`src/rtl/core/kwm_pkg.sv`:
```
// Package for the k-way run merger.
// Holds the fixed field widths, the register reset value and the result flag struct.
// No dependencies.
`timescale 1ns / 1ps

package kwm_pkg;

	localparam int SRC_BITS = 3;
	localparam int CFG_BITS = 4;
	localparam int CNT_BITS = 4;

	localparam logic [CFG_BITS-1:0] CFG_RESET = 4'd2;

	// Status fields of one result, apart from key and payload.
	typedef struct packed {
		logic                run_end;
		logic                protocol_error;
		logic [SRC_BITS-1:0] src;
	} kwm_flags_t;

endpackage

```
`src/rtl/core/k_way_run_merger.sv`:
```
// Top level of the k-way run merger: configuration register, result register, sequencer.
// Uses kwm_pkg and kwm_seq.
//
//  channel  | handshake            | payload
//  ---------+----------------------+--------------------------------------------------
//  request  | src_valid/src_ready  | source, sort_key, payload, end_marker
//  result   | res_valid/res_ready  | out_key, out_payload, refill_source, run_end,
//           |                      | protocol_error
//  config   | cfg_wen              | cfg_wdata (active_sources)
//
// A request that emits a record is taken in the idle step, then runs the minimum scan over
// the head memory read port, the shift of the list and the emit step. A wrong source goes
// straight to emit, a run end through the scan step; a priming request that is not the last
// keeps the sequencer idle. Reset clears all control state; the head memory needs no clearing.
// A request is taken while an earlier result still waits in the result register; the sequencer
// stalls in its emit step until that register is free.
`timescale 1ns / 1ps

module k_way_run_merger #(
	parameter int MAX_SOURCES  = 8,
	parameter int KEY_BITS     = 16,
	parameter int PAYLOAD_BITS = 32
) (
	input  logic                          clk,
	input  logic                          arst_n,
	input  logic                          cfg_wen,
	input  logic [kwm_pkg::CFG_BITS-1:0]  cfg_wdata,
	input  logic                          src_valid,
	output logic                          src_ready,
	input  logic [kwm_pkg::SRC_BITS-1:0]  source,
	input  logic [KEY_BITS-1:0]           sort_key,
	input  logic [PAYLOAD_BITS-1:0]       payload,
	input  logic                          end_marker,
	output logic                          res_valid,
	input  logic                          res_ready,
	output logic [KEY_BITS-1:0]           out_key,
	output logic [PAYLOAD_BITS-1:0]       out_payload,
	output logic [kwm_pkg::SRC_BITS-1:0]  refill_source,
	output logic                          run_end,
	output logic                          protocol_error
);

	logic [kwm_pkg::CFG_BITS-1:0] active_q;
	logic                         res_valid_q;
	logic [KEY_BITS-1:0]          out_key_q;
	logic [PAYLOAD_BITS-1:0]      out_pay_q;
	kwm_pkg::kwm_flags_t          out_flags_q;

	logic                         res_free;
	logic                         res_push;
	logic [KEY_BITS-1:0]          seq_key;
	logic [PAYLOAD_BITS-1:0]      seq_pay;
	kwm_pkg::kwm_flags_t          seq_flags;

	always_ff @(posedge clk or negedge arst_n) begin
		if (!arst_n) begin
			active_q <= kwm_pkg::CFG_RESET;
		end else if (cfg_wen) begin
			active_q <= cfg_wdata;
		end
	end

	kwm_seq #(
		.MAX_SOURCES  (MAX_SOURCES),
		.KEY_BITS     (KEY_BITS),
		.PAYLOAD_BITS (PAYLOAD_BITS)
	) u_seq (
		.clk            (clk),
		.arst_n         (arst_n),
		.active_sources (active_q),
		.src_valid      (src_valid),
		.src_ready      (src_ready),
		.source         (source),
		.sort_key       (sort_key),
		.payload        (payload),
		.end_marker     (end_marker),
		.res_free       (res_free),
		.res_push       (res_push),
		.res_key        (seq_key),
		.res_payload    (seq_pay),
		.res_flags      (seq_flags)
	);

	assign res_free = !res_valid_q || res_ready;

	always_ff @(posedge clk or negedge arst_n) begin
		if (!arst_n) begin
			res_valid_q <= 1'b0;
		end else if (res_push) begin
			res_valid_q <= 1'b1;
		end else if (res_ready) begin
			res_valid_q <= 1'b0;
		end
	end

	always_ff @(posedge clk) begin
		if (res_push) begin
			out_key_q   <= seq_key;
			out_pay_q   <= seq_pay;
			out_flags_q <= seq_flags;
		end
	end

	assign res_valid      = res_valid_q;
	assign out_key        = out_key_q;
	assign out_payload    = out_pay_q;
	assign refill_source  = out_flags_q.src;
	assign run_end        = out_flags_q.run_end;
	assign protocol_error = out_flags_q.protocol_error;

endmodule

```
`src/rtl/core/kwm_head_mem.sv`:
```
// Head list memory of the k-way run merger.
// One write port and one read port with registered read data; no dependencies.
`timescale 1ns / 1ps

module kwm_head_mem #(
	parameter int DEPTH = 8,
	parameter int AW    = 3,
	parameter int DW    = 51
) (
	input  logic          clk,
	input  logic          wen,
	input  logic [AW-1:0] waddr,
	input  logic [DW-1:0] wdata,
	input  logic [AW-1:0] raddr,
	output logic [DW-1:0] rdata
);

	logic [DW-1:0] mem_q [DEPTH];
	logic [DW-1:0] rdata_q;

	always_ff @(posedge clk) begin
		if (wen) begin
			mem_q[waddr] <= wdata;
		end
		rdata_q <= mem_q[raddr];
	end

	assign rdata = rdata_q;

endmodule

```
`src/rtl/core/kwm_seq.sv`:
```
// Sequencer of the k-way run merger: request intake, priming, minimum scan and list shift.
// Uses kwm_pkg and the head list memory kwm_head_mem.
`timescale 1ns / 1ps

module kwm_seq #(
	parameter int MAX_SOURCES  = 8,
	parameter int KEY_BITS     = 16,
	parameter int PAYLOAD_BITS = 32
) (
	input  logic                          clk,
	input  logic                          arst_n,
	input  logic [kwm_pkg::CFG_BITS-1:0]  active_sources,
	input  logic                          src_valid,
	output logic                          src_ready,
	input  logic [kwm_pkg::SRC_BITS-1:0]  source,
	input  logic [KEY_BITS-1:0]           sort_key,
	input  logic [PAYLOAD_BITS-1:0]       payload,
	input  logic                          end_marker,
	input  logic                          res_free,
	output logic                          res_push,
	output logic [KEY_BITS-1:0]           res_key,
	output logic [PAYLOAD_BITS-1:0]       res_payload,
	output kwm_pkg::kwm_flags_t           res_flags
);

	localparam int IW = $clog2(MAX_SOURCES);
	localparam int CW = $clog2(MAX_SOURCES + 1);
	localparam int SW = kwm_pkg::SRC_BITS;
	localparam int NW = kwm_pkg::CNT_BITS;
	localparam int EW = KEY_BITS + PAYLOAD_BITS + SW;

	localparam logic [1:0] ST_IDLE  = 2'd0;
	localparam logic [1:0] ST_SCAN  = 2'd1;
	localparam logic [1:0] ST_SHIFT = 2'd2;
	localparam logic [1:0] ST_EMIT  = 2'd3;

	logic [1:0]              state_q;
	logic [CW-1:0]           head_count_q;
	logic                    priming_q;
	logic [NW-1:0]           primed_q;
	logic [SW-1:0]           awaited_q;
	logic [CW-1:0]           rd_cnt_q;
	logic                    rd_vld_s1;
	logic [IW-1:0]           rd_idx_s1;
	logic [KEY_BITS-1:0]     best_key_q;
	logic [PAYLOAD_BITS-1:0] best_pay_q;
	logic [SW-1:0]           best_src_q;
	logic [IW-1:0]           best_idx_q;
	logic [KEY_BITS-1:0]     res_key_q;
	logic [PAYLOAD_BITS-1:0] res_pay_q;
	kwm_pkg::kwm_flags_t     res_flags_q;

	logic [NW-1:0]           grp;
	logic [NW-1:0]           expected;
	logic [NW-1:0]           primed_inc;
	logic                    src_acc;
	logic                    src_ok;
	logic                    app;
	logic                    last_prime;
	logic                    issue;
	logic                    take;
	logic                    scan_done;
	logic                    shift_done;
	logic [IW-1:0]           best_next;
	logic                    mem_wen;
	logic [IW-1:0]           mem_waddr;
	logic [EW-1:0]           mem_wdata;
	logic [EW-1:0]           mem_rdata;
	logic [KEY_BITS-1:0]     rd_key;
	logic [PAYLOAD_BITS-1:0] rd_pay;
	logic [SW-1:0]           rd_src;

	// Effective group size: zero acts as one, large values are clamped.
	always_comb begin
		if (active_sources == '0) begin
			grp = NW'(1);
		end else if (int'(active_sources) > MAX_SOURCES) begin
			grp = NW'(MAX_SOURCES);
		end else begin
			grp = active_sources;
		end
	end

	assign src_ready  = (state_q == ST_IDLE);
	assign src_acc    = src_valid && src_ready;
	assign expected   = priming_q ? primed_q : NW'(awaited_q);
	assign src_ok     = (NW'(source) == expected);
	assign app        = src_acc && src_ok && !end_marker && (head_count_q < CW'(MAX_SOURCES));
	assign primed_inc = primed_q + NW'(1);
	assign last_prime = (primed_inc >= grp);

	assign issue  = ((state_q == ST_SCAN) || (state_q == ST_SHIFT)) && (rd_cnt_q < head_count_q);
	assign rd_key = mem_rdata[EW-1 -: KEY_BITS];
	assign rd_pay = mem_rdata[SW +: PAYLOAD_BITS];
	assign rd_src = mem_rdata[SW-1:0];

	// A strictly smaller key replaces the best, so the earliest entry wins ties.
	assign take      = (state_q == ST_SCAN) && rd_vld_s1
		&& ((rd_idx_s1 == '0) || (rd_key < best_key_q));
	assign scan_done = (state_q == ST_SCAN) && rd_vld_s1
		&& ((CW'(rd_idx_s1) + CW'(1)) == head_count_q);
	assign best_next = take ? rd_idx_s1 : best_idx_q;
	assign shift_done = (state_q == ST_SHIFT) && !issue && !rd_vld_s1;

	// During the shift each entry read is written one place lower when its read data returns.
	// Writes therefore stay below the read pointer and never meet a pending read.
	always_comb begin
		if (state_q == ST_SHIFT) begin
			mem_wen   = rd_vld_s1;
			mem_waddr = rd_idx_s1 - IW'(1);
			mem_wdata = mem_rdata;
		end else begin
			mem_wen   = app;
			mem_waddr = head_count_q[IW-1:0];
			mem_wdata = {sort_key, payload, source};
		end
	end

	kwm_head_mem #(
		.DEPTH (MAX_SOURCES),
		.AW    (IW),
		.DW    (EW)
	) u_mem (
		.clk   (clk),
		.wen   (mem_wen),
		.waddr (mem_waddr),
		.wdata (mem_wdata),
		.raddr (rd_cnt_q[IW-1:0]),
		.rdata (mem_rdata)
	);

	always_ff @(posedge clk or negedge arst_n) begin
		if (!arst_n) begin
			state_q      <= ST_IDLE;
			head_count_q <= '0;
			priming_q    <= 1'b1;
			primed_q     <= '0;
			awaited_q    <= '0;
			rd_cnt_q     <= '0;
			rd_vld_s1    <= 1'b0;
		end else begin
			unique case (state_q)
				ST_IDLE: begin
					rd_cnt_q  <= '0;
					rd_vld_s1 <= 1'b0;
					if (app) begin
						head_count_q <= head_count_q + CW'(1);
					end
					if (src_acc) begin
						if (!src_ok) begin
							state_q <= ST_EMIT;
						end else if (priming_q) begin
							primed_q  <= primed_inc;
							awaited_q <= primed_inc[SW-1:0];
							if (last_prime) begin
								priming_q <= 1'b0;
								state_q   <= ST_SCAN;
							end
						end else begin
							state_q <= ST_SCAN;
						end
					end
				end
				ST_SCAN: begin
					if (head_count_q == '0) begin
						priming_q <= 1'b1;
						primed_q  <= '0;
						awaited_q <= '0;
						state_q   <= ST_EMIT;
					end else if (scan_done) begin
						rd_cnt_q  <= CW'(best_next) + CW'(1);
						rd_vld_s1 <= 1'b0;
						state_q   <= ST_SHIFT;
					end else begin
						rd_vld_s1 <= issue;
						if (issue) begin
							rd_cnt_q <= rd_cnt_q + CW'(1);
						end
					end
				end
				ST_SHIFT: begin
					rd_vld_s1 <= issue;
					if (issue) begin
						rd_cnt_q <= rd_cnt_q + CW'(1);
					end
					if (shift_done) begin
						head_count_q <= head_count_q - CW'(1);
						awaited_q    <= best_src_q;
						state_q      <= ST_EMIT;
					end
				end
				ST_EMIT: begin
					if (res_free) begin
						state_q <= ST_IDLE;
					end
				end
				default: begin
					state_q <= ST_IDLE;
				end
			endcase
		end
	end

	always_ff @(posedge clk) begin
		rd_idx_s1 <= rd_cnt_q[IW-1:0];
		if (take) begin
			best_key_q <= rd_key;
			best_pay_q <= rd_pay;
			best_src_q <= rd_src;
			best_idx_q <= rd_idx_s1;
		end
		if (src_acc && !src_ok) begin
			res_key_q   <= '0;
			res_pay_q   <= '0;
			res_flags_q <= '{run_end: 1'b0, protocol_error: 1'b1, src: '0};
		end else if ((state_q == ST_SCAN) && (head_count_q == '0)) begin
			res_key_q   <= '0;
			res_pay_q   <= '0;
			res_flags_q <= '{run_end: 1'b1, protocol_error: 1'b0, src: '0};
		end else if (shift_done) begin
			res_key_q   <= best_key_q;
			res_pay_q   <= best_pay_q;
			res_flags_q <= '{run_end: 1'b0, protocol_error: 1'b0, src: best_src_q};
		end
	end

	assign res_push    = (state_q == ST_EMIT) && res_free;
	assign res_key     = res_key_q;
	assign res_payload = res_pay_q;
	assign res_flags   = res_flags_q;

`ifndef ASSERT_OFF
	a_count_bound: assert property (@(posedge clk) disable iff (!arst_n)
		head_count_q <= CW'(MAX_SOURCES))
		else $error("head list count above capacity");

	a_wrong_src_emits: assert property (@(posedge clk) disable iff (!arst_n)
		(src_acc && !src_ok) |=> (state_q == ST_EMIT) && res_flags_q.protocol_error)
		else $error("wrong source did not raise an error result");

	a_shift_write_in_list: assert property (@(posedge clk) disable iff (!arst_n)
		((state_q == ST_SHIFT) && mem_wen) |-> (CW'(mem_waddr) < head_count_q))
		else $error("shift writes beyond the head list");

	a_no_priming_in_shift: assert property (@(posedge clk) disable iff (!arst_n)
		(state_q == ST_SHIFT) |-> !priming_q && (head_count_q != '0))
		else $error("shift while priming or with an empty list");

	a_count_drops_on_emit: assert property (@(posedge clk) disable iff (!arst_n)
		shift_done |=> (head_count_q == $past(head_count_q) - CW'(1)))
		else $error("head list count not reduced after an emission");
`endif

endmodule

```
`config.mk`:
```
export PLATFORM = sky130hd
export DESIGN_NAME = k_way_run_merger
export DESIGN_NICKNAME = d
export VERILOG_FILES = /design/src/rtl/core/kwm_pkg.sv /design/src/rtl/core/k_way_run_merger.sv /design/src/rtl/core/kwm_head_mem.sv /design/src/rtl/core/kwm_seq.sv
export SDC_FILE = /design/constraint.sdc
export NUM_CORES = 1
export LEC_CHECK = 0
export BUFFER_PORTS_ARGS = -buffer_cell sky130_fd_sc_hd__buf_4
export CAP_MARGIN = 20
export CORE_MARGIN = 2
export CORE_UTILIZATION = 63
export CTS_BUF_LIST = sky130_fd_sc_hd__clkbuf_4 sky130_fd_sc_hd__clkbuf_8
export DETAILED_ROUTE_END_ITERATION = 8
export PLACE_DENSITY = 0.89
export SLEW_MARGIN = 10
export SYNTH_ARGS = -nofsm -noshare
export SYNTH_HDL_FRONTEND = slang
export SYNTH_SLANG_ARGS = --single-unit
```
`constraint.sdc`:
```
create_clock -name clk -period 5.4 [get_ports clk]
set_input_delay 0.54 -clock clk [delete_from_list [all_inputs] [get_ports clk]]
set_output_delay 0.54 -clock clk [all_outputs]
set_load 0.01 [all_outputs]
```
==> flow_summary_export.csv <==
group,metric,value,unit
setup_path,crit_type,"flip-flop to flip-flop",
yosys,synth_cell_types,73,
sta,relSlewSlack,0.298,
yosys,synth_most_common_cell,"edfxtp_1",
floorplan,ios,116,
floorplan,die_h,201,um
power,power_switching,0.00445,W
setup_path,crit_path_frequent_cell,"buf_4",
routing,avgViaCountPerCell,6.28,
final_layout,final_util,0.730,
floorplan,die_w,201,um
hold_path,hp-class,"input port to flip-flop",
yosys,synth_compound_area_frac,0.0339,
global_route,grt_max_degree,62,
routing,wl_per_cell,25.5,um
clocking,cts_max_path_buffers,3,
clocking,clk_latency,0.68,ns
yosys,ys_seq_area_frac,0.740,
yosys,netlist_top_cells_count,"edfxtp_1, nand2_1, dfxtp_1",
yosys,synth_simple_gate_area_share,0.0404,
global_route,grt_pass1_wl,82.8,mm
sta,drv_slew,0,
setup_path,cp-start-kind,"flip-flop",
yosys,yosys.area_share.adder,0.0181,
clocking,cts_tree,"built",
power,p_int,0.0104,W
run,cap_viol_max_count,0,
yosys,synth_top_family_by_area,"multiplexers",
sta,setup_viol,0,
yosys,synth_xor_area_frac,0.00453,
yosys,synth_top_area_frac,0.626,
clocking,cts_htree_levels,3,
placed_design,placed_cell_area,0.0261,mm2
routing,vias,13300,
yosys,synth-seq-cells,646,
setup_path,end_kind,"flip-flop",
yosys,syn-instance-count,1352,
setup_path,crit_slowest_cell,"nor2_4",
sta,fin_skew,0.0420,ns
global_route,overflow,0,
sta,fin_crit,3.91,ns
sta,finalCritPeriodShare,0.724,
yosys,synth_flop_cell,"edfxtp_1",
run_status,run_status,"finished clean",
clocking,cts_buffers,93,
setup_path,cp.required,5.71,ns
yosys,synth_nets,1448,
power,p_leak,9.71,nW
power,combPwrFrac,0.244,
yosys,syn_area,0.0246,mm2
floorplan,rows,72,
global_route,antenna_found_initial,1,
routing,ant_nets,0,
floorplan,initial_core_util,0.637,
routing,drc,0,
power,p_seq_frac,0.476,
sta,worstMarginPinSlew,1.05,ns
power,total_power,0.0149,W
setup_path,cp_cell_sequence,"inv_1, ha_1, nand3_1, nor4_1, buf_4, a31oi_1, nor2_4, buf_4",
placed_design,dp_hpwl,28.8,mm
yosys,synth_edf_count,512,
power,cellPowerDensity,528,mW/mm2
final_layout,final_area,0.0281,mm2
setup_path,cp.arrival,4.22,ns
sta,hold_viol,0,
final_layout,final_layout_size_suffix_gt1_frac,0.344,
sta,rsz0062_at_grt,"false",
placed_design,port_buffers,115,
clocking,path_clk_slew,0.06,ns
power,ir_worst_vdd,0.250,mV
final_layout,fillers,2078,
yosys,synth-async-reset-ratio,0.0372,
clocking,cts_root_buf,"clkbuf_8",
final_layout,area_growth,14.6,%
final_layout,nNetsFinal,1616,
sta,max_freq,256,MHz
global_route,grt_pass1_vias,14000,
floorplan,core,0.0386,mm2
global_route,grt_use_total,0.273,
routing,first_pass_iters,7,
sta,final.setup.tns,0,ns
sta,hold_ws,0.0978,ns
yosys,muxShareOfSynthArea,0.147,
power,pwr-share-clk,0.280,
placed_design,routabilityCongestion,0.865,
power,p_sw_frac,0.299,
yosys,synth-warning-count,0,
clocking,clkSinkCount,646,
floorplan,die-area,0.0406,mm2
clocking,post_cts_resized,0,
setup_path,max_stage_delay,0.87,ns
routing,first_iter_violations,1485,
yosys,yosys.area.top_type,"edfxtp_1",
yosys,syn_area_per_cell,18.2,um2
yosys,ys_top_cells_by_area,"edfxtp_1, mux4_2, dfxtp_1",
setup_path,cp_max_fo,27,
routing,wl,54.2,mm
[state kept, by name, summed over array words and instances, names as in the netlist, 2 cells and up]
register,cells
out_key,16
u_seq.res_payload,32
u_seq.rd_cnt_q,4
active_q,4
u_seq.head_count_q,4
u_seq.best_key_q,16
u_seq.res_key,16
u_seq.awaited_q,3
u_seq.state_q,2
u_seq.best_pay_q,32
u_seq.rd_idx_s1,3
u_seq.u_mem.rdata,51
out_payload,32
u_seq.best_src_q,3
u_seq.best_idx_q,3
u_seq.res_flags,5
u_seq.u_mem.mem_q,408
u_seq.primed_q,4
refill_source,3
[placed cells by master, fill, tap and decap left out, types with 6 or more instances in the layout]
| master | instances |
|---|---|
| clkinv_1 | 7 |
| dfrtp_1 | 19 |
| nor2_4 | 8 |
| o21ai_0 | 18 |
| xnor2_1 | 7 |
| nor2_1 | 19 |
| nand2_1 | 124 |
| nand2b_1 | 7 |
| mux2i_1 | 6 |
| ha_1 | 33 |
| buf_4 | 132 |
| clkbuf_4 | 40 |
| mux2_2 | 108 |
| a21oi_1 | 66 |
| inv_1 | 32 |
| a21o_1 | 6 |
| clkbuf_8 | 110 |
| dfxtp_1 | 110 |
| edfxtp_1 | 512 |
| nand3_1 | 11 |
| clkinv_2 | 9 |
| mux4_2 | 102 |
[timing repair]
item	4_1_cts	5_1_grt
buffers inserted	0	0
hold endpoints to repair	22	0
hold buffers	1	0
[power groups by stage]
stage / logic (W) / clock network, W / registers, W
4_1_cts: 0.00361 / 0.00421 / 0.00707
3_5_place_dp: 0.00353 / 0 / 0.00715
2_1_floorplan: 0.00252 / 0 / 0.00693
5_1_grt: 0.00391 / 0.00440 / 0.00714
3_3_place_gp: 0.00334 / 0 / 0.00709
6_report: 0.00363 / 0.00416 / 0.00708
[area by class of cell]
type	count	area (um2)	share of cell area
inverters	33	124	0.00440
repair buffers	135	1040	0.0370
multi-input cells	611	6090	0.217
clock buffers	150	1810	0.0645
diodes	2	5.00	0.000178
flip-flops and latches	646	18200	0.646
clock inverters	25	234	0.00831
well taps	518	648	0.0230
[per-layer routing]
| metal | vias up | routed length, um | global-route usage |
|---|---|---|---|
| li1 | 5630 | - | - |
| met1 | 6761 | 19900 | 0.344 |
| met2 | 797 | 27900 | 0.467 |
| met3 | 134 | 4220 | 0.0458 |
| met4 | 0 | 2090 | 0.130 |
| met5 | - | 0 | 0 |
[worst paths after layout]
| check | from | endpoint | slack (ns) | cells past startpoint |
|---|---|---|---|---|
| hold reg to reg | u_seq.u_mem.rdata[6] | u_seq.best_pay_q[3] | 0.43 | 0 |
| max in group asynchronous | arst_n | active_q[1] | 4.77 | 2 |
| min in group asynchronous | arst_n | u_seq.rd_cnt_q[3] | 0.30 | 2 |
| setup reg to reg | u_seq.state_q[0] | u_seq.u_mem.mem_q[1][33] | 1.49 | 8 |
| setup / recovery | u_seq.state_q[0] | u_seq.u_mem.mem_q[1][33] | 1.49 | 8 |
| hold / removal | cfg_wdata[3] | active_q[3] | 0.1 | 3 |
[critical path, delay by kind of cell (launching register included)]
family | cells | cell delay (ns)
AND/OR/NAND/NOR | 3 | 1.33
buffers and inverters | 3 | 0.92
adder cells (fa/ha/maj) | 1 | 0.51
flip-flops | 1 | 0.42
AO/OA/AOI/OAI | 1 | 0.34
[kinds of logic (layout without fill, tap and decap cells)]
family	after synthesis	in the layout
flip-flops	646	646
multiplexers	219	219
AND/OR/NAND/NOR	212	212
AO/OA/AOI/OAI	134	134
buffers and inverters	95	343
adder cells (fa/ha/maj)	35	35
XOR/XNOR	11	11
other	0	2
[per-stage QoR]
| step | worst slack, ns | instances |
|---|---|---|
| floorplan | 1.05 | 1352 |
| global placement | 1.72 | 1941 |
| detailed placement | 1.64 | 1942 |
| CTS | 1.57 | 2118 |
| global route | 1.28 | 2118 |
| finish | 1.49 | 2120 |
No activity file was read; power rests on OpenSTA's default activity.
